<file path="src/hw/rtl/tap_tempo_footswitch_controller_macros.svh">
// Assertion helpers shared by the controller RTL.
`ifndef TAP_TEMPO_FOOTSWITCH_CONTROLLER_MACROS_SVH
`define TAP_TEMPO_FOOTSWITCH_CONTROLLER_MACROS_SVH

// Same-cycle implication.
`define TTFC_ASSERT_IMPL(label, clk, rst, ante, cons) \
  label: assert property (@(posedge clk) disable iff (rst) (ante) |-> (cons)) \
    else $error("ttfc assertion failed");

// Next-cycle implication.
`define TTFC_ASSERT_NEXT(label, clk, rst, ante, cons) \
  label: assert property (@(posedge clk) disable iff (rst) (ante) |=> (cons)) \
    else $error("ttfc assertion failed");

`endif

</file>
<file path="src/hw/rtl/ttfc_pkg.sv">
`timescale 1ns / 1ps
`default_nettype none
package ttfc_pkg;

  // Config port geometry
  localparam int ADDR_W = 5;
  localparam int DATA_W = 32;

  localparam logic [2:0] REG_SAMPLE_RATE = 3'd0;
  localparam logic [2:0] REG_TAP_MIN     = 3'd1;
  localparam logic [2:0] REG_TAP_TIMEOUT = 3'd2;
  localparam logic [2:0] REG_HOLD        = 3'd3;
  localparam logic [2:0] REG_MAX_DELAY   = 3'd4;

  localparam logic [17:0] RST_SAMPLE_RATE = 18'd48000;
  localparam logic [11:0] RST_TAP_MIN     = 12'd100;
  localparam logic [11:0] RST_TAP_TIMEOUT = 12'd2000;
  localparam logic [15:0] RST_HOLD        = 16'd500;
  localparam logic [19:0] RST_MAX_DELAY   = 20'd480000;

  localparam logic [9:0] MS_PER_S = 10'd1000;

  // Toggle positions
  localparam logic [1:0] TGL_UP   = 2'd0;
  localparam logic [1:0] TGL_MID  = 2'd1;
  localparam logic [1:0] TGL_DOWN = 2'd2;

  // Mode codes
  localparam logic [1:0] PITCH_UNITY  = 2'd0;
  localparam logic [1:0] PITCH_FIFTH  = 2'd1;
  localparam logic [1:0] PITCH_OCTAVE = 2'd2;
  localparam logic [1:0] FILT_POST    = 2'd0;
  localparam logic [1:0] FILT_PRE     = 2'd1;
  localparam logic [1:0] FILT_LOOP    = 2'd2;
  localparam logic [1:0] LOFI_CLEAN   = 2'd0;
  localparam logic [1:0] LOFI_SOFT    = 2'd1;
  localparam logic [1:0] LOFI_CRUSH   = 2'd2;

  typedef struct packed {
    logic [17:0] sample_rate_hz;
    logic [11:0] tap_floor_ms;
    logic [11:0] tap_limit_ms;
    logic [15:0] hold_ms;
    logic [19:0] delay_cap;
  } ttfc_cfg_t;

  typedef struct packed {
    logic [31:0] now_ms;
    logic        fs1_rise;
    logic        fs1_down;
    logic        fs2_rise;
    logic        fs2_down;
    logic        fs2_fall;
    logic [15:0] fs2_held_ms;
    logic [1:0]  toggle_one;
    logic [1:0]  toggle_two;
    logic [1:0]  toggle_three;
    logic        knob_moved;
  } ttfc_in_t;

  typedef struct packed {
    logic        delay_on;
    logic        freeze_on;
    logic        send_gate;
    logic        tap_on;
    logic [19:0] tap_samples;
    logic [1:0]  pitch_mode;
    logic [1:0]  filter_place;
    logic [1:0]  lofi_mode;
    logic        blink_start;
  } ttfc_out_t;

  // Controller -> datapath
  typedef struct packed {
    logic load_in;
    logic eval;
    logic sum_step;
    logic mul;
    logic div_step;
    logic clamp;
    logic load_out;
  } ttfc_cmd_t;

  // Datapath -> controller
  typedef struct packed {
    logic rec;
    logic sum_last;
    logic div_last;
    logic out_free;
  } ttfc_sts_t;

  // Pitch: middle is 1.5, down is 2.0, anything else unity
  function automatic logic [1:0] pitch_of(input logic [1:0] t);
    logic [1:0] m;
    m = (t == TGL_MID) ? PITCH_FIFTH : (t == TGL_DOWN) ? PITCH_OCTAVE : PITCH_UNITY;
    return m;
  endfunction

  // Three-way map where the unused code acts as down
  function automatic logic [1:0] three_way(input logic [1:0] t, input logic [1:0] c_up,
                                           input logic [1:0] c_mid, input logic [1:0] c_dn);
    logic [1:0] m;
    m = (t == TGL_UP) ? c_up : (t == TGL_MID) ? c_mid : c_dn;
    return m;
  endfunction

endpackage
`default_nettype wire

</file>
<file path="src/hw/rtl/ttfc_dp.sv">
`timescale 1ns / 1ps
`default_nettype none
`include "tap_tempo_footswitch_controller_macros.svh"
module ttfc_dp import ttfc_pkg::*; #(
  parameter int TAP_HISTORY = 3
) (
  input  wire logic clk,
  input  wire logic rst,
  input  ttfc_cfg_t cfg,
  input  ttfc_cmd_t cmd,
  output ttfc_sts_t sts,
  input  ttfc_in_t  in_data,
  input  wire logic out_ready,
  output logic      out_valid,
  output ttfc_out_t out_data
);

  localparam int CNT_W  = $clog2(TAP_HISTORY + 1);
  localparam int IDX_W  = (TAP_HISTORY > 1) ? $clog2(TAP_HISTORY) : 1;
  localparam int SUM_W  = 12 + $clog2(TAP_HISTORY);
  localparam int PROD_W = SUM_W + 18;
  localparam int DIV_W  = CNT_W + 10;
  localparam int ITER_W = $clog2(PROD_W);

  ttfc_in_t in_q;

  // scan state
  logic              tap_waiting, tap_active, effect_active, freeze_hold;
  logic              long_press_done, suppress_release;
  logic [31:0]       last_tap_time;
  logic [11:0]       ints [TAP_HISTORY];
  logic [CNT_W-1:0]  interval_count;
  logic [19:0]       tapped_delay;
  logic [1:0]        last_tog [3];
  logic [1:0]        pitch_setting, filter_setting, lofi_setting;
  logic              sg_q, blink_q;

  // averaging datapath
  logic [CNT_W-1:0]  avg_cnt;
  logic [ITER_W-1:0] iter;
  logic [SUM_W-1:0]  sum;
  logic [DIV_W-1:0]  divisor;
  logic [DIV_W-1:0]  rem;
  logic [PROD_W-1:0] quo;

  // next values from one scan
  logic              tw, ta, eff, frz, lpd, sup, sg, blk, rec;
  logic [31:0]       ltt, gap;
  logic [11:0]       ints_next [TAP_HISTORY];
  logic [CNT_W-1:0]  cnt, avgc;
  logic [1:0]        lt_next [3];
  logic [1:0]        pit, fil, lof;

  logic [DIV_W:0]    rem_sh;
  logic              q_bit;
  logic [19:0]       q_lim;

  always_comb begin
    tw   = tap_waiting;
    ta   = tap_active;
    cnt  = interval_count;
    ltt  = last_tap_time;
    eff  = effect_active;
    frz  = freeze_hold;
    lpd  = long_press_done;
    sup  = suppress_release;
    pit  = pitch_setting;
    fil  = filter_setting;
    lof  = lofi_setting;
    avgc = avg_cnt;
    blk  = 1'b0;
    rec  = 1'b0;
    ints_next = ints;
    lt_next   = last_tog;
    gap  = in_q.now_ms - last_tap_time;

    if (in_q.knob_moved && ta) begin
      tw  = 1'b0;
      ta  = 1'b0;
      cnt = '0;
    end

    if (tw && gap > {20'd0, cfg.tap_limit_ms}) begin
      tw  = 1'b0;
      cnt = '0;
    end

    if (!frz && in_q.fs1_rise) begin
      if (!tw) begin
        tw  = 1'b1;
        cnt = '0;
        ltt = in_q.now_ms;
      end else if (gap >= {20'd0, cfg.tap_floor_ms} && gap <= {20'd0, cfg.tap_limit_ms}) begin
        if (cnt < CNT_W'(TAP_HISTORY)) begin
          ints_next[cnt[IDX_W-1:0]] = gap[11:0];
          cnt = cnt + CNT_W'(1);
        end else begin
          for (int i = 0; i < TAP_HISTORY - 1; i++) ints_next[i] = ints[i+1];
          ints_next[TAP_HISTORY-1] = gap[11:0];
          cnt = CNT_W'(TAP_HISTORY);
        end
        ta   = 1'b1;
        rec  = 1'b1;
        avgc = cnt;
        ltt  = in_q.now_ms;
      end
    end

    sg = frz && in_q.fs1_down;

    if (in_q.fs2_rise) begin
      lpd = 1'b0;
      if (frz) begin
        frz = 1'b0;
        sup = 1'b1;
      end
    end

    if (in_q.fs2_down && in_q.fs2_held_ms >= cfg.hold_ms && !lpd && eff) begin
      frz = 1'b1;
      sg  = 1'b0;
      lpd = 1'b1;
    end

    if (in_q.fs2_fall) begin
      if (sup) sup = 1'b0;
      else if (!lpd && !frz) eff = !eff;
      lpd = 1'b0;
    end

    // modifier: toggle moved while footswitch one held
    if (in_q.toggle_three != lt_next[2] && in_q.fs1_down && !frz) begin
      pit = pitch_of(in_q.toggle_three);
      tw = 1'b0; ta = 1'b0; cnt = '0; blk = 1'b1;
    end
    lt_next[2] = in_q.toggle_three;

    if (in_q.toggle_two != lt_next[1] && in_q.fs1_down && !frz) begin
      fil = three_way(in_q.toggle_two, FILT_POST, FILT_PRE, FILT_LOOP);
      tw = 1'b0; ta = 1'b0; cnt = '0; blk = 1'b1;
    end
    lt_next[1] = in_q.toggle_two;

    if (in_q.toggle_one != lt_next[0] && in_q.fs1_down && !frz) begin
      lof = three_way(in_q.toggle_one, LOFI_CLEAN, LOFI_SOFT, LOFI_CRUSH);
      tw = 1'b0; ta = 1'b0; cnt = '0; blk = 1'b1;
    end
    lt_next[0] = in_q.toggle_one;
  end

  // restoring divide, one quotient bit per step
  assign rem_sh = {rem, quo[PROD_W-1]};
  assign q_bit  = (rem_sh >= {1'b0, divisor});
  assign q_lim  = (quo > PROD_W'(cfg.delay_cap)) ? cfg.delay_cap : quo[19:0];

  assign sts.rec      = rec;
  assign sts.sum_last = (ITER_W'(avg_cnt) == iter + ITER_W'(1));
  assign sts.div_last = (iter == ITER_W'(PROD_W - 1));
  assign sts.out_free = !out_valid || out_ready;

  always_ff @(posedge clk) begin
    if (cmd.load_in) in_q <= in_data;
  end

  always_ff @(posedge clk) begin
    if (rst) begin
      tap_waiting      <= 1'b0;
      tap_active       <= 1'b0;
      effect_active    <= 1'b0;
      freeze_hold      <= 1'b0;
      long_press_done  <= 1'b0;
      suppress_release <= 1'b0;
      last_tap_time    <= '0;
      interval_count   <= '0;
      tapped_delay     <= '0;
      last_tog         <= '{TGL_UP, TGL_UP, TGL_UP};
      pitch_setting    <= PITCH_UNITY;
      filter_setting   <= FILT_POST;
      lofi_setting     <= LOFI_CLEAN;
    end else begin
      if (cmd.eval) begin
        tap_waiting      <= tw;
        tap_active       <= ta;
        effect_active    <= eff;
        freeze_hold      <= frz;
        long_press_done  <= lpd;
        suppress_release <= sup;
        last_tap_time    <= ltt;
        interval_count   <= cnt;
        last_tog         <= lt_next;
        pitch_setting    <= pit;
        filter_setting   <= fil;
        lofi_setting     <= lof;
      end
      if (cmd.clamp) tapped_delay <= (q_lim == '0) ? 20'd1 : q_lim;
    end
  end

  always_ff @(posedge clk) begin
    if (cmd.eval) begin
      ints    <= ints_next;
      avg_cnt <= avgc;
      sg_q    <= sg;
      blink_q <= blk;
      sum     <= '0;
      iter    <= '0;
    end
    if (cmd.sum_step) begin
      sum  <= sum + SUM_W'(ints[iter[IDX_W-1:0]]);
      iter <= iter + ITER_W'(1);
    end
    if (cmd.mul) begin
      quo     <= PROD_W'(sum) * PROD_W'(cfg.sample_rate_hz);
      divisor <= DIV_W'(avg_cnt) * DIV_W'(MS_PER_S);
      rem     <= '0;
      iter    <= '0;
    end
    if (cmd.div_step) begin
      rem  <= q_bit ? DIV_W'(rem_sh - {1'b0, divisor}) : rem_sh[DIV_W-1:0];
      quo  <= {quo[PROD_W-2:0], q_bit};
      iter <= iter + ITER_W'(1);
    end
  end

  // result register
  always_ff @(posedge clk) begin
    if (rst) begin
      out_valid <= 1'b0;
    end else if (cmd.load_out) begin
      out_valid <= 1'b1;
    end else if (out_ready) begin
      out_valid <= 1'b0;
    end
  end

  always_ff @(posedge clk) begin
    if (cmd.load_out) begin
      out_data.delay_on     <= effect_active;
      out_data.freeze_on    <= freeze_hold;
      out_data.send_gate    <= sg_q;
      out_data.tap_on       <= tap_active;
      out_data.tap_samples  <= tapped_delay;
      out_data.pitch_mode   <= pitch_setting;
      out_data.filter_place <= filter_setting;
      out_data.lofi_mode    <= lofi_setting;
      out_data.blink_start  <= blink_q;
    end
  end

  `TTFC_ASSERT_IMPL(a_freeze_needs_effect, clk, rst, freeze_hold, effect_active)
  `TTFC_ASSERT_NEXT(a_delay_nonzero, clk, rst, cmd.clamp, tapped_delay != 20'd0)
  `TTFC_ASSERT_IMPL(a_count_bound, clk, rst, 1'b1, interval_count <= CNT_W'(TAP_HISTORY))

endmodule
`default_nettype wire

</file>
<file path="config.mk">
export PLATFORM = sky130hd
export DESIGN_NAME = ttfc_dp
export DESIGN_NICKNAME = d
export VERILOG_FILES = /design/src/hw/rtl/ttfc_pkg.sv /design/src/hw/rtl/ttfc_dp.sv
export VERILOG_INCLUDE_DIRS = /design/src /design/src/hw/rtl
export SDC_FILE = /design/constraint.sdc
export NUM_CORES = 1
export LEC_CHECK = 0
export BUFFER_PORTS_ARGS = -buffer_cell sky130_fd_sc_hd__buf_2
export CORE_MARGIN = 4
export CORE_UTILIZATION = 25
export CTS_CLUSTER_DIAMETER = 100
export CTS_CLUSTER_SIZE = 14
export DETAILED_ROUTE_END_ITERATION = 6
export SYNTH_ARGS = -nofsm -noshare
export SYNTH_HDL_FRONTEND = slang
export SYNTH_SLANG_ARGS = --single-unit
</file>
<file path="constraint.sdc">
create_clock -name clk -period 8 [get_ports clk]
set_input_delay 0.8 -clock clk [delete_from_list [all_inputs] [get_ports clk]]
set_output_delay 0.8 -clock clk [all_outputs]
set_load 0.1 [all_outputs]
</file>
Yosys cells after proc, flatten, opt, wreduce, memory -nomap -nowiden
Cells that the tools add are included.
{"block": "op_classes", "n_addsub": 5, "n_mul": 2, "magnitude_cmp": 10, "eq_ne": 10, "n_mux": 64, "n_bitwise": 3, "reduce_logical": 37}
{"operator": "32-bit two-way mux", "n": 4}
{"operator": "12-bit two-way mux", "n": 6}
{"operator": "20-bit two-way mux", "n": 2}
{"operator": "36-bit bitwise mux", "n": 1}
{"operator": "36-bit two-way mux", "n": 1}
{"operator": "32-bit by 12-bit greater-or-equal comparator with 1-bit output", "n": 1}
{"operator": "32-bit by 12-bit greater-than comparator with 1-bit output", "n": 1}
{"operator": "32-bit by 20-bit greater-than comparator with 1-bit output", "n": 1}
{"operator": "32-bit by 12-bit less-or-equal comparator with 1-bit output", "n": 1}
{"operator": "14-bit by 18-bit multiplier with 32-bit output", "n": 1}
{"operator": "32-bit subtractor", "n": 1}
{"operator": "2-bit two-way mux", "n": 15}
{"operator": "14-bit two-way mux", "n": 2}
{"operator": "1-bit two-way mux", "n": 27}
{"operator": "12-bit binary-select mux with 2-bit select", "n": 1}
{"operator": "12-bit demux with 2-bit select", "n": 1}
{"operator": "20-bit logical NOT", "n": 1}
{"operator": "5-bit two-way mux", "n": 4}
{"operator": "16-bit greater-or-equal comparator", "n": 1}
{"operator": "1-bit logical AND", "n": 16}
{"operator": "14-bit by 12-bit adder with 14-bit output", "n": 1}
{"operator": "13-bit by 12-bit greater-or-equal comparator with 1-bit output", "n": 1}
{"operator": "12-bit subtractor", "n": 1}
{"operator": "2-bit by 7-bit multiplier with 9-bit output (second input constant)", "n": 1}
{"operator": "other kinds (22)", "n": 39}
{"block": "word_totals", "regBits": 276, "input_bits": 148, "out_inout_bits": 36, "wordCells": 178}

Longest topological paths before layout
Gate-level depths: netlist of the first run.
{"block": "logic_depth", "word_depth": 12, "ltp_mapped": 26, "mapped_depth_nobuf": 25}

Least setup slack after synthesis of the first run
OpenSTA, ideal clock, no wires.
{"block": "synth_timing", "path_type": "input to register", "start": "input cfg[65] in the netlist's numbering", "end": "register quo[24], data pin", "arrival_time_ps": 6650, "t_required_ps": 7733, "setup_slack_ps": 1083, "stages": 25, "path_buffers": 1, "path_cell_list": "clkbuf_1 > and2_1 > fa_1 > inv_1 > fa_1 > inv_1 > fa_1 > inv_1 > fa_1 > inv_1 > fa_1 > inv_1 > fa_1 > inv_1 > ha_1 > a2111oi_0 > o21ai_0 > o211ai_1 > a2111o_1 > nand3_1 > a311oi_1 > o211ai_1 > a31oi_1 > xor2_1 > o21ai_0"}
{"block": "synth_via", "elab_chain_len": 3}
{"item": "start, declared", "line": "ttfc_dp.sv:9", "text": "input ttfc_cfg_t cfg,"}
{"item": "14-bit by 18-bit multiplier with 32-bit output", "line": "ttfc_dp.sv:213", "text": "quo <= PROD_W'(sum) * PROD_W'(cfg.sample_rate_hz);"}
{"item": "32-bit two-way mux", "line": "ttfc_dp.sv:212", "text": "if (cmd.mul) begin"}
{"item": "32-bit two-way mux", "line": "ttfc_dp.sv:218", "text": "if (cmd.div_step) begin"}
{"item": "end signal, assigned", "line": "ttfc_dp.sv:213"}
{"item": "end signal, assigned", "line": "ttfc_dp.sv:220", "text": "quo <= {quo[PROD_W-2:0], q_bit};"}
{"item": "end, declared", "line": "ttfc_dp.sv:44", "text": "logic [PROD_W-1:0] quo;"}
Every way passes these cells. The select of a mux whose other input is x is not followed.
A chain may end at the register's enable or synchronous reset.

Worst setup path after layout of the first run
{"block": "layout_timing", "start": "register sum[2]", "end": "register quo[24], data pin"}
{"block": "layout_via", "elab_chain_len": 3}
{"item": "start, declared", "line": "ttfc_dp.sv:41", "text": "logic [SUM_W-1:0] sum;"}
{"item": "start signal, assigned", "line": "ttfc_dp.sv:209", "text": "sum <= sum + SUM_W'(ints[iter[IDX_W-1:0]]);"}
{"item": "14-bit by 18-bit multiplier with 32-bit output", "line": "ttfc_dp.sv:213"}
{"item": "32-bit two-way mux", "line": "ttfc_dp.sv:212"}
{"item": "32-bit two-way mux", "line": "ttfc_dp.sv:218"}
Every way passes these cells. The select of a mux whose other input is x is not followed.

==> results of run 1 <==
-- cells by family after synthesis --
family,synth area share (%)
AOI/OAI and AO/OA,12.6
adders and majority gates,27.9
DFF,32.0
muxes,2.50
and+or+nand+nor,15.4
xor gates and xnor gates,2.29
buffers and inverters,7.30
-- metrics by stage --
stage / utilization [%] / cell area, sq um
2_1_floorplan: - / 23300
3_3_place_gp: 27.8 / 25600
3_5_place_dp: 27.8 / 25600
4_1_cts: 28.5 / 26300
5_1_grt: 28.5 / 26300
6_report: 28.5 / 26300
-- critical path, delay by kind of cell, from the launching register on --
| kind | cells | cell delay, ns |
|---|---|---|
| adder cells (fa/ha/maj) | 7 | 3.38 |
| AO/OA/AOI/OAI | 8 | 1.88 |
| XOR/XNOR | 1 | 0.17 |
| AND/OR/NAND/NOR | 2 | 0.43 |
| buffers and inverters | 6 | 0.30 |
| flip-flops | 1 | 0.65 |
-- placed cells by master, fill, tap and decap left out, types with 16 or more instances in the layout --
master,count
sky130_fd_sc_hd__nor2b_1,24
sky130_fd_sc_hd__dfxtp_1,73
sky130_fd_sc_hd__nand4_1,24
sky130_fd_sc_hd__edfxtp_1,200
sky130_fd_sc_hd__nor3_1,32
sky130_fd_sc_hd__inv_1,342
sky130_fd_sc_hd__nand3_1,60
sky130_fd_sc_hd__buf_4,26
sky130_fd_sc_hd__ha_1,213
sky130_fd_sc_hd__clkbuf_16,23
sky130_fd_sc_hd__a211oi_1,19
sky130_fd_sc_hd__a21oi_1,130
sky130_fd_sc_hd__a22o_1,25
sky130_fd_sc_hd__o21ai_1,30
sky130_fd_sc_hd__clkbuf_1,16
sky130_fd_sc_hd__mux2i_1,55
sky130_fd_sc_hd__xor2_1,26
sky130_fd_sc_hd__and3_1,17
sky130_fd_sc_hd__nand2b_1,16
sky130_fd_sc_hd__buf_2,183
sky130_fd_sc_hd__nor2_1,100
sky130_fd_sc_hd__fa_1,192
sky130_fd_sc_hd__nand2_1,260
sky130_fd_sc_hd__a21o_1,34
sky130_fd_sc_hd__xnor2_1,35
sky130_fd_sc_hd__o21ai_0,101
sky130_fd_sc_hd__and2_1,132
-- sequential cells by signal, summed over array words and instances, names as in the netlist, 2 cells and up --
register and count:
avg_cnt 2, divisor 6, filter_setting 2, in_q 60
interval_count 2, ints 36, iter 5, last_tap_time 32
last_tog 6, lofi_setting 2, out_data 31, pitch_setting 2
quo 32, rem 12, sum 14, tapped_delay 20
-- cell type report --
type	count	area share (%)
flip-flops and latches	273	28.4
multi-input cells	1707	53.9
well taps	1243	5.91
inverters	345	4.92
diodes	5	0.0476
clock buffers	40	2.47
repair buffers	209	4.22
clock inverters	2	0.105
-- final timing paths --
| check | to | slack (ns) | depth (start not counted) | start |
|---|---|---|---|---|
| setup / recovery | quo[24]$_DFFE_PP_ | 0.88 | 24 | sum[2]$_SDFFCE_PN0P_ |
| hold reg to reg | out_data[0]$_DFFE_PP_ | 0.42 | 0 | blink_q$_SDFFCE_PP1P_ |
| setup reg to reg | quo[24]$_DFFE_PP_ | 0.88 | 24 | sum[2]$_SDFFCE_PN0P_ |
| hold / removal | in_q[49]$_DFFE_PP_ | 0.40 | 1 | in_data[49] |
-- layer usage --
layer	vias to the layer above	global-route usage (%)	wire length (um)	part of all wire, %
li1	8513	-	-	-
met1	8354	16.4	27500	47
met2	344	19.8	27500	47
met3	62	2.00	2780	4.7
met4	0	2.38	1180	2.0
met5	-	0	0	0
==> metrics.txt, run 1 <==
# TYPE chip_impl_metric gauge
chip_impl_info{name="result_of_the_run",value="finished clean"} 1
chip_impl_metric{name="holdBufCountCts",unit=""} 0
chip_impl_metric{name="synth_enable_flop_cells",unit=""} 200
chip_impl_metric{name="postCtsSetupRepairBufs",unit=""} 0
chip_impl_metric{name="final_clock_period_utilization_by_the_worst_path",unit="%"} 89.0
chip_impl_metric{name="post_synthesis_to_final_layout_area_growth",unit="%"} 12.7
chip_impl_metric{name="grt_overflow",unit=""} 0
chip_impl_metric{name="worstPathRequired",unit="ns"} 8.27
chip_impl_metric{name="initial_utilization",unit="%"} 25.3
chip_impl_info{name="startpoint_type",value="flop"} 1
chip_impl_metric{name="cts_max_path_buffers",unit=""} 3
chip_impl_metric{name="final.setup_skew",unit="ns"} 0.0312
chip_impl_metric{name="final_hold_viol_count",unit=""} 0
chip_impl_info{name="most_common_flop_cell_mapped_by_yosys",value="sky130_fd_sc_hd__edfxtp_1"} 1
chip_impl_info{name="critPathKind",value="flop to flop"} 1
chip_impl_metric{name="multi_input_comb_area",unit="sq um"} 14200
chip_impl_info{name="worst_setup_path_end_kind",value="flop"} 1
chip_impl_metric{name="finalWorstSetupSlack",unit="ns"} 0.883
chip_impl_metric{name="synth_async_reset_ratio",unit="%"} 0
chip_impl_metric{name="yosysUniqueCellTypes",unit=""} 87
chip_impl_metric{name="synth.net_count",unit=""} 2971
chip_impl_metric{name="synth.avg_cell_area",unit="sq um"} 9.66
chip_impl_info{name="synth_area_leader_cell",value="sky130_fd_sc_hd__edfxtp_1"} 1
chip_impl_metric{name="post_cts.resized_instances",unit=""} 0
chip_impl_metric{name="dp_hpwl",unit="mm"} 46.8
chip_impl_metric{name="drt_first_pass_iters",unit=""} 5
chip_impl_metric{name="actual_transition_at_the_worst_max_transition_pin",unit="ns"} 1.14
chip_impl_metric{name="count_of_nets_after_finishing",unit=""} 3112
chip_impl_metric{name="clock_insertion_delay_at_the_later_pin_of_the_skew_report",unit="ns"} 0.56
chip_impl_metric{name="dr.first_iter.drc_count",unit=""} 984
chip_impl_metric{name="grtUsageTotal",unit="%"} 11.9
chip_impl_metric{name="drv_slew",unit=""} 0
chip_impl_metric{name="synth_warnings",unit=""} 0
chip_impl_metric{name="dp_slack",unit="ns"} 0.603
chip_impl_metric{name="num_clock_sinks",unit=""} 273
chip_impl_metric{name="numPlacedInstances",unit=""} 3777
chip_impl_metric{name="drcViolationCount",unit=""} 0
chip_impl_metric{name="hold-worst-slack",unit="ns"} 0.401
chip_impl_metric{name="floorplan.io_pins",unit=""} 184
chip_impl_metric{name="ys_seq_area_share",unit="%"} 32.0
chip_impl_metric{name="clk_pin_slew_worst_paths",unit="ns"} 0.08
chip_impl_metric{name="filler_cell_count",unit=""} 9812
chip_impl_info{name="netlist_top_cells_area",value="sky130_fd_sc_hd__edfxtp_1, sky130_fd_sc_hd__fa_1, sky130_fd_sc_hd__ha_1"} 1
chip_impl_metric{name="wl_per_cell",unit="um"} 15.4
chip_impl_metric{name="antenna_violating_nets_post_route",unit=""} 0
chip_impl_info{name="cts_tree",value="done"} 1
chip_impl_metric{name="grt_max_degree",unit=""} 68
chip_impl_info{name="timing.critical_path.cells",value="and2_1, fa_1, inv_1, fa_1, inv_1, fa_1, inv_1, fa_1, inv_1, fa_1, inv_1, fa_1, inv_1, ha_1, a2111oi_0, o21ai_0, o211ai_1, a2111o_1, nand3_1, a311oi_1, o211ai_1, a31oi_1, xor2_1, o21ai_0"} 1
chip_impl_metric{name="numPortBuffers",unit=""} 183
chip_impl_metric{name="core.rowCount",unit=""} 111
chip_impl_info{name="worst_path_max_delay_cell",value="sky130_fd_sc_hd__edfxtp_1"} 1
chip_impl_metric{name="layout.area.seq",unit="sq um"} 7470
chip_impl_metric{name="cts_buffers",unit=""} 23
chip_impl_metric{name="worst_slew_slack_as_a_fraction_of_its_limit",unit="%"} 23.8
chip_impl_metric{name="timing.max_cap.violations",unit=""} 0
chip_impl_metric{name="wire_length_of_the_first_global_routing_pass",unit="mm"} 95.2
chip_impl_metric{name="synth.top_cell.area_share",unit="%"} 25.7
chip_impl_metric{name="setup_viol",unit=""} 0
chip_impl_metric{name="core_ar",unit="sq um"} 92200
chip_impl_metric{name="fp.dieW",unit="um"} 314
chip_impl_metric{name="first_global_vias",unit=""} 17500
chip_impl_metric{name="antenna_found_initial",unit=""} 9
chip_impl_metric{name="setup_total_negative_slack",unit="ns"} 0
chip_impl_metric{name="htree_num_levels",unit=""} 1
chip_impl_metric{name="crit_arrival",unit="ns"} 7.39
chip_impl_metric{name="finalWirelength",unit="mm"} 58.9
chip_impl_info{name="rsz0062_at_grt",value="no"} 1
chip_impl_metric{name="synth_area",unit="sq um"} 23300
chip_impl_metric{name="die-height",unit="um"} 314
chip_impl_metric{name="vias",unit=""} 17300
chip_impl_metric{name="postSynthRegisterBits",unit=""} 273
chip_impl_info{name="synth_most_common_cell",value="sky130_fd_sc_hd__inv_1"} 1
chip_impl_metric{name="fp.dieArea",unit="sq um"} 98300
chip_impl_info{name="ctsRootBufferMaster",value="sky130_fd_sc_hd__clkbuf_16"} 1
chip_impl_info{name="min-delay-path-class",value="primary input to flop"} 1
chip_impl_metric{name="layoutNonFillerInstCount",unit=""} 3824
chip_impl_info{name="ys_top_cells_by_count",value="sky130_fd_sc_hd__inv_1, sky130_fd_sc_hd__nand2_1, sky130_fd_sc_hd__ha_1"} 1
chip_impl_metric{name="cp_max_fo",unit=""} 13
chip_impl_metric{name="timing.critical_path.slowest_cell_delay",unit="ns"} 0.65
chip_impl_metric{name="post_route_cells_drive_above_1_share",unit="%"} 10.2
chip_impl_metric{name="achievable-frequency",unit="MHz"} 141
chip_impl_metric{name="vias_per_std_cell",unit=""} 4.52
chip_impl_metric{name="synthCells",unit=""} 2418
chip_impl_metric{name="fin_crit",unit="ns"} 7.12
chip_impl_metric{name="gpl.final_weighted_congestion",unit=""} 0.847
Power of run 1 is left out: the tool's default activity adds up to more than one toggle a clock period on the data nets, which glitch-free logic cannot reach.
==> run 2: changes to the inputs <==
==> constraint.sdc (replaced) <==
create_clock -name clk -period 8.3 [get_ports clk]
set_input_delay 0.83 -clock clk [delete_from_list [all_inputs] [get_ports clk]]
set_output_delay 0.83 -clock clk [all_outputs]
set_load 0.1 [all_outputs]
==> metrics.txt, run 2 (synthesis gave the netlist of run 1 again) <==
# TYPE chip_impl_metric gauge
chip_impl_metric{name="final_hold_viol_count",unit=""} 0
chip_impl_metric{name="route.met3.wl",unit="mm"} 2.84
chip_impl_metric{name="clock_insertion_delay_at_the_later_pin_of_the_skew_report",unit="ns"} 0.58
chip_impl_metric{name="worst_r2r_path_depth",unit=""} 24
chip_impl_info{name="rsz0062_at_grt",value="no"} 1
chip_impl_metric{name="fp.dieArea",unit="sq um"} 98300
chip_impl_info{name="largest_registers",value="in_q (60), ints (36)"} 1
chip_impl_metric{name="die-height",unit="um"} 314
chip_impl_metric{name="grt_max_degree",unit=""} 68
chip_impl_metric{name="setup_viol",unit=""} 0
chip_impl_metric{name="core_ar",unit="sq um"} 92200
chip_impl_metric{name="cp_max_fo",unit=""} 19
chip_impl_info{name="min-delay-path-class",value="primary input to flop"} 1
chip_impl_metric{name="vias_per_std_cell",unit=""} 4.53
chip_impl_info{name="most-common-layout-cells",value="sky130_fd_sc_hd__inv_1, sky130_fd_sc_hd__nand2_1, sky130_fd_sc_hd__ha_1"} 1
chip_impl_metric{name="drt_first_pass_iters",unit=""} 5
chip_impl_metric{name="count_of_nets_after_finishing",unit=""} 3109
chip_impl_metric{name="fp.dieW",unit="um"} 314
chip_impl_metric{name="antenna_violating_nets_post_route",unit=""} 0
chip_impl_metric{name="worst_slew_slack_as_a_fraction_of_its_limit",unit="%"} 23.5
chip_impl_metric{name="setup_total_negative_slack",unit="ns"} 0
chip_impl_metric{name="grt_overflow",unit=""} 0
chip_impl_metric{name="numPortBuffers",unit=""} 183
chip_impl_metric{name="gpl.final_weighted_congestion",unit=""} 0.843
chip_impl_info{name="highest-signal-layer",value="met5"} 1
chip_impl_metric{name="post_route_cells_drive_above_1_share",unit="%"} 10.1
chip_impl_metric{name="first_global_vias",unit=""} 17400
chip_impl_info{name="cts_tree",value="done"} 1
chip_impl_metric{name="core.rowCount",unit=""} 111
chip_impl_metric{name="vias",unit=""} 17300
chip_impl_metric{name="met2_length",unit="mm"} 28.0
chip_impl_metric{name="worstPathRequired",unit="ns"} 8.57
chip_impl_metric{name="htree_num_levels",unit=""} 1
chip_impl_metric{name="largest_register_ffs",unit=""} 60
chip_impl_info{name="worst_setup_path_end_kind",value="flop"} 1
chip_impl_metric{name="crit_arrival",unit="ns"} 7.46
chip_impl_metric{name="holdBufCountCts",unit=""} 0
chip_impl_metric{name="wire_length_of_the_first_global_routing_pass",unit="mm"} 95.6
chip_impl_metric{name="drv_slew",unit=""} 0
chip_impl_metric{name="clk_pin_slew_worst_paths",unit="ns"} 0.08
chip_impl_metric{name="dr.first_iter.drc_count",unit=""} 1114
chip_impl_metric{name="postCtsSetupRepairBufs",unit=""} 0
chip_impl_metric{name="post_cts.resized_instances",unit=""} 0
chip_impl_metric{name="finalWirelength",unit="mm"} 58.9
chip_impl_metric{name="drcViolationCount",unit=""} 0
chip_impl_metric{name="post_synthesis_to_final_layout_area_growth",unit="%"} 12.7
chip_impl_metric{name="num_clock_sinks",unit=""} 273
chip_impl_metric{name="hold_depth",unit=""} 1
chip_impl_info{name="ctsRootBufferMaster",value="sky130_fd_sc_hd__clkbuf_16"} 1
chip_impl_info{name="startpoint_type",value="flop"} 1
chip_impl_metric{name="initial_utilization",unit="%"} 25.3
chip_impl_metric{name="grtUsageTotal",unit="%"} 11.9
chip_impl_info{name="critPathKind",value="flop to flop"} 1
chip_impl_metric{name="final_clock_period_utilization_by_the_worst_path",unit="%"} 86.7
chip_impl_metric{name="cts_buffers",unit=""} 24
chip_impl_metric{name="dp_hpwl",unit="mm"} 46.4
chip_impl_metric{name="drt-met1-wl",unit="mm"} 27.4
chip_impl_metric{name="utilization",unit="%"} 28.5
chip_impl_metric{name="timing.max_cap.violations",unit=""} 0
chip_impl_metric{name="final.setup_skew",unit="ns"} 0.0425
chip_impl_metric{name="actual_transition_at_the_worst_max_transition_pin",unit="ns"} 1.14
chip_impl_metric{name="achievable-frequency",unit="MHz"} 139
chip_impl_info{name="layout.cells.most_common",value="sky130_fd_sc_hd__inv_1"} 1
chip_impl_info{name="max_flop_register",value="in_q"} 1
chip_impl_metric{name="cts_max_path_buffers",unit=""} 3
chip_impl_metric{name="antenna_found_initial",unit=""} 5
chip_impl_metric{name="wl_per_cell",unit="um"} 15.4
chip_impl_info{name="result_of_the_run",value="finished clean"} 1
chip_impl_metric{name="fin_crit",unit="ns"} 7.19
chip_impl_metric{name="floorplan.io_pins",unit=""} 184
## run 2: cell count changes in the layout (fill, tap and decap cells not counted), sizes merged
| cell | change |
|---|---|
| diode | -4 |
| buf | -4 |
| clkinv | +2 |
| clkinvlp | -1 |
| clkbuf | +1 |
## run 2: area by class of cell
| type | count | area (sq um) |
|---|---|---|
| fill | 9829 | 65900 |
| multi-input combinational | 1707 | 14200 |
| sequential | 273 | 7470 |
| tap | 1243 | 1560 |
| inverter | 345 | 1290 |
| timing repair buffer | 205 | 1080 |
| clock buffer | 41 | 664 |
| clock inverter | 3 | 57.6 |
| antenna | 1 | 2.50 |
## run 2: final timing paths
path	start	end	slack, ns
max reg2reg	sum[2]$_SDFFCE_PN0P_	quo[22]$_DFFE_PP_	1.11
max	sum[2]$_SDFFCE_PN0P_	quo[22]$_DFFE_PP_	1.11
min	in_data[59]	in_q[59]$_DFFE_PP_	0.42
min reg2reg	blink_q$_SDFFCE_PP1P_	out_data[0]$_DFFE_PP_	0.42
## run 2: per-stage QoR
stage	setup slack [ns]	cells	cell area [sq um]	hold slack, ns
after CTS	1.07	3817	26300	0.374
after detailed placement	0.919	3773	25600	0.408
after global placement	0.918	3773	25600	0.409
final	1.11	3818	26300	0.421
after global routing	0.645	3817	26300	0.377
after floorplan	1.35	2418	23300	0.400
## run 2: layer usage
layer	GRT usage, %	up-vias
li1	-	8497
met1	16.5	8379
met4	1.56	2
met3	1.85	44
met5	0	-
met2	20.2	368
## run 2: critical path, cell delays in order, from the launching register on
cell and delay [ns]:
sky130_fd_sc_hd__edfxtp_1 0.71, sky130_fd_sc_hd__and2_1 0.33, sky130_fd_sc_hd__fa_1 0.48, sky130_fd_sc_hd__inv_1 0.05, sky130_fd_sc_hd__fa_1 0.52, sky130_fd_sc_hd__inv_1 0.05, sky130_fd_sc_hd__fa_1 0.50, sky130_fd_sc_hd__inv_1 0.05
sky130_fd_sc_hd__fa_1 0.47, sky130_fd_sc_hd__inv_1 0.05, sky130_fd_sc_hd__fa_1 0.54, sky130_fd_sc_hd__inv_1 0.06, sky130_fd_sc_hd__fa_1 0.54, sky130_fd_sc_hd__inv_1 0.04, sky130_fd_sc_hd__ha_1 0.36, sky130_fd_sc_hd__a2111oi_0 0.41
sky130_fd_sc_hd__o21ai_0 0.14, sky130_fd_sc_hd__o211ai_1 0.21, sky130_fd_sc_hd__a2111o_1 0.21, sky130_fd_sc_hd__nand3_1 0.16, sky130_fd_sc_hd__a311oi_1 0.43, sky130_fd_sc_hd__o21ai_0 0.16, sky130_fd_sc_hd__a21oi_1 0.20, sky130_fd_sc_hd__xnor2_1 0.14
sky130_fd_sc_hd__o21ai_0 0.08
Power of run 2 is left out for the same reason.
==> run 3: changes to the inputs <==
--- a/config.mk
+++ b/config.mk
@@ -6,12 +6,13 @@
 export SDC_FILE = /design/constraint.sdc
 export NUM_CORES = 1
 export LEC_CHECK = 0
-export BUFFER_PORTS_ARGS = -buffer_cell sky130_fd_sc_hd__buf_2
 export CORE_MARGIN = 4
 export CORE_UTILIZATION = 25
 export CTS_CLUSTER_DIAMETER = 100
 export CTS_CLUSTER_SIZE = 14
 export DETAILED_ROUTE_END_ITERATION = 6
+export DONT_BUFFER_PORTS = 1
+export SETUP_SLACK_MARGIN = 0.15
 export SYNTH_ARGS = -nofsm -noshare
 export SYNTH_HDL_FRONTEND = slang
 export SYNTH_SLANG_ARGS = --single-unit
==> metrics.txt, run 3 (synthesis gave the netlist of run 1 again) <==
# TYPE chip_impl_metric gauge
chip_impl_info{name="result_of_the_run",value="finished clean"} 1
chip_impl_info{name="most-common-layout-cells",value="sky130_fd_sc_hd__inv_1, sky130_fd_sc_hd__nand2_1, sky130_fd_sc_hd__ha_1"} 1
chip_impl_metric{name="setup_viol",unit=""} 0
chip_impl_metric{name="htree_num_levels",unit=""} 1
chip_impl_metric{name="crit_arrival",unit="ns"} 7.48
chip_impl_metric{name="vias_per_std_cell",unit=""} 4.60
chip_impl_metric{name="fp.dieArea",unit="sq um"} 98300
chip_impl_info{name="ctsRootBufferMaster",value="sky130_fd_sc_hd__clkbuf_16"} 1
chip_impl_info{name="startpoint_type",value="flop"} 1
chip_impl_info{name="cts_tree",value="done"} 1
chip_impl_metric{name="route.met3.wl",unit="mm"} 3.21
chip_impl_info{name="critPathKind",value="flop to flop"} 1
chip_impl_metric{name="wire_length_of_the_first_global_routing_pass",unit="mm"} 94.5
chip_impl_metric{name="die-height",unit="um"} 314
chip_impl_metric{name="cp_max_fo",unit=""} 19
chip_impl_metric{name="drt-met1-wl",unit="mm"} 26.1
chip_impl_info{name="worst_setup_path_end_kind",value="flop"} 1
chip_impl_metric{name="count_of_nets_after_finishing",unit=""} 2923
chip_impl_info{name="largest_registers",value="in_q (60), ints (36)"} 1
chip_impl_metric{name="first_global_vias",unit=""} 17100
chip_impl_metric{name="holdBufCountCts",unit=""} 0
chip_impl_metric{name="setup_total_negative_slack",unit="ns"} 0
chip_impl_metric{name="clk_pin_slew_worst_paths",unit="ns"} 0.07
chip_impl_metric{name="drt_first_pass_iters",unit=""} 5
chip_impl_metric{name="core_ar",unit="sq um"} 92200
chip_impl_metric{name="dr.first_iter.drc_count",unit=""} 898
chip_impl_metric{name="layoutNonFillerInstCount",unit=""} 3638
chip_impl_info{name="critPathTopFamily",value="adder cells"} 1
chip_impl_info{name="rsz0062_at_grt",value="no"} 1
chip_impl_metric{name="critical_path.n_buffers_inverters",unit=""} 6
chip_impl_info{name="layout.cells.most_common",value="sky130_fd_sc_hd__inv_1"} 1
chip_impl_metric{name="cts_buffers",unit=""} 26
chip_impl_metric{name="cts_max_path_buffers",unit=""} 3
chip_impl_metric{name="grt_max_degree",unit=""} 68
chip_impl_info{name="timing.critical_path.cells",value="and2_1, fa_1, inv_1, fa_1, inv_1, fa_1, inv_1, fa_1, inv_1, fa_1, inv_1, fa_1, inv_1, ha_1, a2111oi_0, o21ai_0, o211ai_1, a2111o_1, nand3_1, a311oi_1, o211ai_1, a31oi_1, xor2_1, o21ai_0"} 1
chip_impl_info{name="min-delay-path-class",value="primary input to flop"} 1
chip_impl_metric{name="grt_overflow",unit=""} 0
chip_impl_metric{name="numPortBuffers",unit=""} 0
chip_impl_metric{name="actual_transition_at_the_worst_max_transition_pin",unit="ns"} 1.07
chip_impl_metric{name="numPlacedInstances",unit=""} 3585
chip_impl_info{name="max_flop_register",value="in_q"} 1
chip_impl_info{name="worst_path_max_delay_cell",value="sky130_fd_sc_hd__edfxtp_1"} 1
chip_impl_metric{name="postCtsSetupRepairBufs",unit=""} 0
chip_impl_metric{name="timing.critical_path.slowest_cell_delay",unit="ns"} 0.68
chip_impl_metric{name="gpl.final_weighted_congestion",unit=""} 0.851
chip_impl_metric{name="fp.dieW",unit="um"} 314
chip_impl_metric{name="final_clock_period_utilization_by_the_worst_path",unit="%"} 86.2
chip_impl_metric{name="worst_slew_slack_as_a_fraction_of_its_limit",unit="%"} 28.3
chip_impl_metric{name="fin_crit",unit="ns"} 7.15
chip_impl_metric{name="finalWirelength",unit="mm"} 58.7
chip_impl_metric{name="core.rowCount",unit=""} 111
chip_impl_metric{name="final_hold_viol_count",unit=""} 0
chip_impl_metric{name="timing.max_cap.violations",unit=""} 0
chip_impl_metric{name="clock_insertion_delay_at_the_later_pin_of_the_skew_report",unit="ns"} 0.59
chip_impl_metric{name="post_route_cells_drive_above_1_share",unit="%"} 3.39
chip_impl_metric{name="antenna_found_initial",unit=""} 5
chip_impl_info{name="highest-signal-layer",value="met5"} 1
chip_impl_metric{name="drv_slew",unit=""} 0
chip_impl_metric{name="antenna_violating_nets_post_route",unit=""} 0
chip_impl_metric{name="achievable-frequency",unit="MHz"} 140
chip_impl_metric{name="post_synthesis_to_final_layout_area_growth",unit="%"} 9.20
chip_impl_metric{name="drcViolationCount",unit=""} 0
chip_impl_metric{name="post_cts.resized_instances",unit=""} 0
chip_impl_metric{name="grtUsageTotal",unit="%"} 11.9
chip_impl_metric{name="dp_hpwl",unit="mm"} 46.3
chip_impl_metric{name="vias",unit=""} 16700
chip_impl_metric{name="initial_utilization",unit="%"} 25.3
chip_impl_metric{name="floorplan.io_pins",unit=""} 184
chip_impl_metric{name="num_clock_sinks",unit=""} 273
chip_impl_metric{name="wl_per_cell",unit="um"} 16.1
chip_impl_metric{name="worstPathRequired",unit="ns"} 8.63
chip_impl_metric{name="largest_register_ffs",unit=""} 60
chip_impl_metric{name="met2_length",unit="mm"} 28.4
chip_impl_metric{name="final.setup_skew",unit="ns"} 0.0359
run 3: path summary, 6_finish.rpt:
path	from	end	slack (ns)	cells past startpoint
setup / recovery	sum[4]$_SDFFCE_PN0P_	quo[24]$_DFFE_PP_	1.15	24
hold reg to reg	blink_q$_SDFFCE_PP1P_	out_data[0]$_DFFE_PP_	0.42	0
hold / removal	rst	out_valid$_SDFFE_PP0P_	0.32	1
setup reg to reg	sum[4]$_SDFFCE_PN0P_	quo[24]$_DFFE_PP_	1.15	24
run 3: per-stage QoR:
stage / setup WS (ns) / utilization, % / hold slack, ns / area [sq um]
2_1_floorplan: 1.35 / - / 0.400 / 23300
3_3_place_gp: 1.21 / 26.7 / 0.407 / 24700
3_5_place_dp: 1.14 / 26.7 / 0.411 / 24700
4_1_cts: 1.19 / 27.6 / 0.270 / 25500
5_1_grt: 0.715 / 27.6 / 0.274 / 25500
6_report: 1.15 / 27.6 / 0.322 / 25500
run 3: worst register-to-register path, cell delays in order, from the launching register on:
cell	delay, ns
sky130_fd_sc_hd__edfxtp_1	0.68
sky130_fd_sc_hd__and2_1	0.29
sky130_fd_sc_hd__fa_1	0.53
sky130_fd_sc_hd__inv_1	0.06
sky130_fd_sc_hd__fa_1	0.53
sky130_fd_sc_hd__inv_1	0.05
sky130_fd_sc_hd__fa_1	0.50
sky130_fd_sc_hd__inv_1	0.05
sky130_fd_sc_hd__fa_1	0.47
sky130_fd_sc_hd__inv_1	0.05
sky130_fd_sc_hd__fa_1	0.54
sky130_fd_sc_hd__inv_1	0.06
sky130_fd_sc_hd__fa_1	0.52
sky130_fd_sc_hd__inv_1	0.04
sky130_fd_sc_hd__ha_1	0.36
sky130_fd_sc_hd__a2111oi_0	0.38
sky130_fd_sc_hd__o21ai_0	0.15
sky130_fd_sc_hd__o211ai_1	0.21
sky130_fd_sc_hd__a2111o_1	0.22
sky130_fd_sc_hd__nand3_1	0.15
sky130_fd_sc_hd__a311oi_1	0.44
sky130_fd_sc_hd__o211ai_1	0.16
sky130_fd_sc_hd__a31oi_1	0.21
sky130_fd_sc_hd__xor2_1	0.18
sky130_fd_sc_hd__o21ai_0	0.09
run 3: layout make-up:
| type | instances | area [sq um] |
|---|---|---|
| timing repair buffer | 17 | 148 |
| sequential | 273 | 7470 |
| antenna | 5 | 12.5 |
| fill | 9807 | 66700 |
| multi-input combinational | 1707 | 14200 |
| clock inverter | 7 | 90.1 |
| inverter | 345 | 1290 |
| clock buffer | 41 | 728 |
| tap | 1243 | 1560 |
run 3: routing by layer:
layer / track usage, % / vias to the layer above
met3: 2.36 / 62
met4: 2.15 / 2
li1: - / 8133
met2: 20.6 / 358
met5: 0 / -
met1: 15.5 / 8170
Power of run 3 is left out for the same reason.
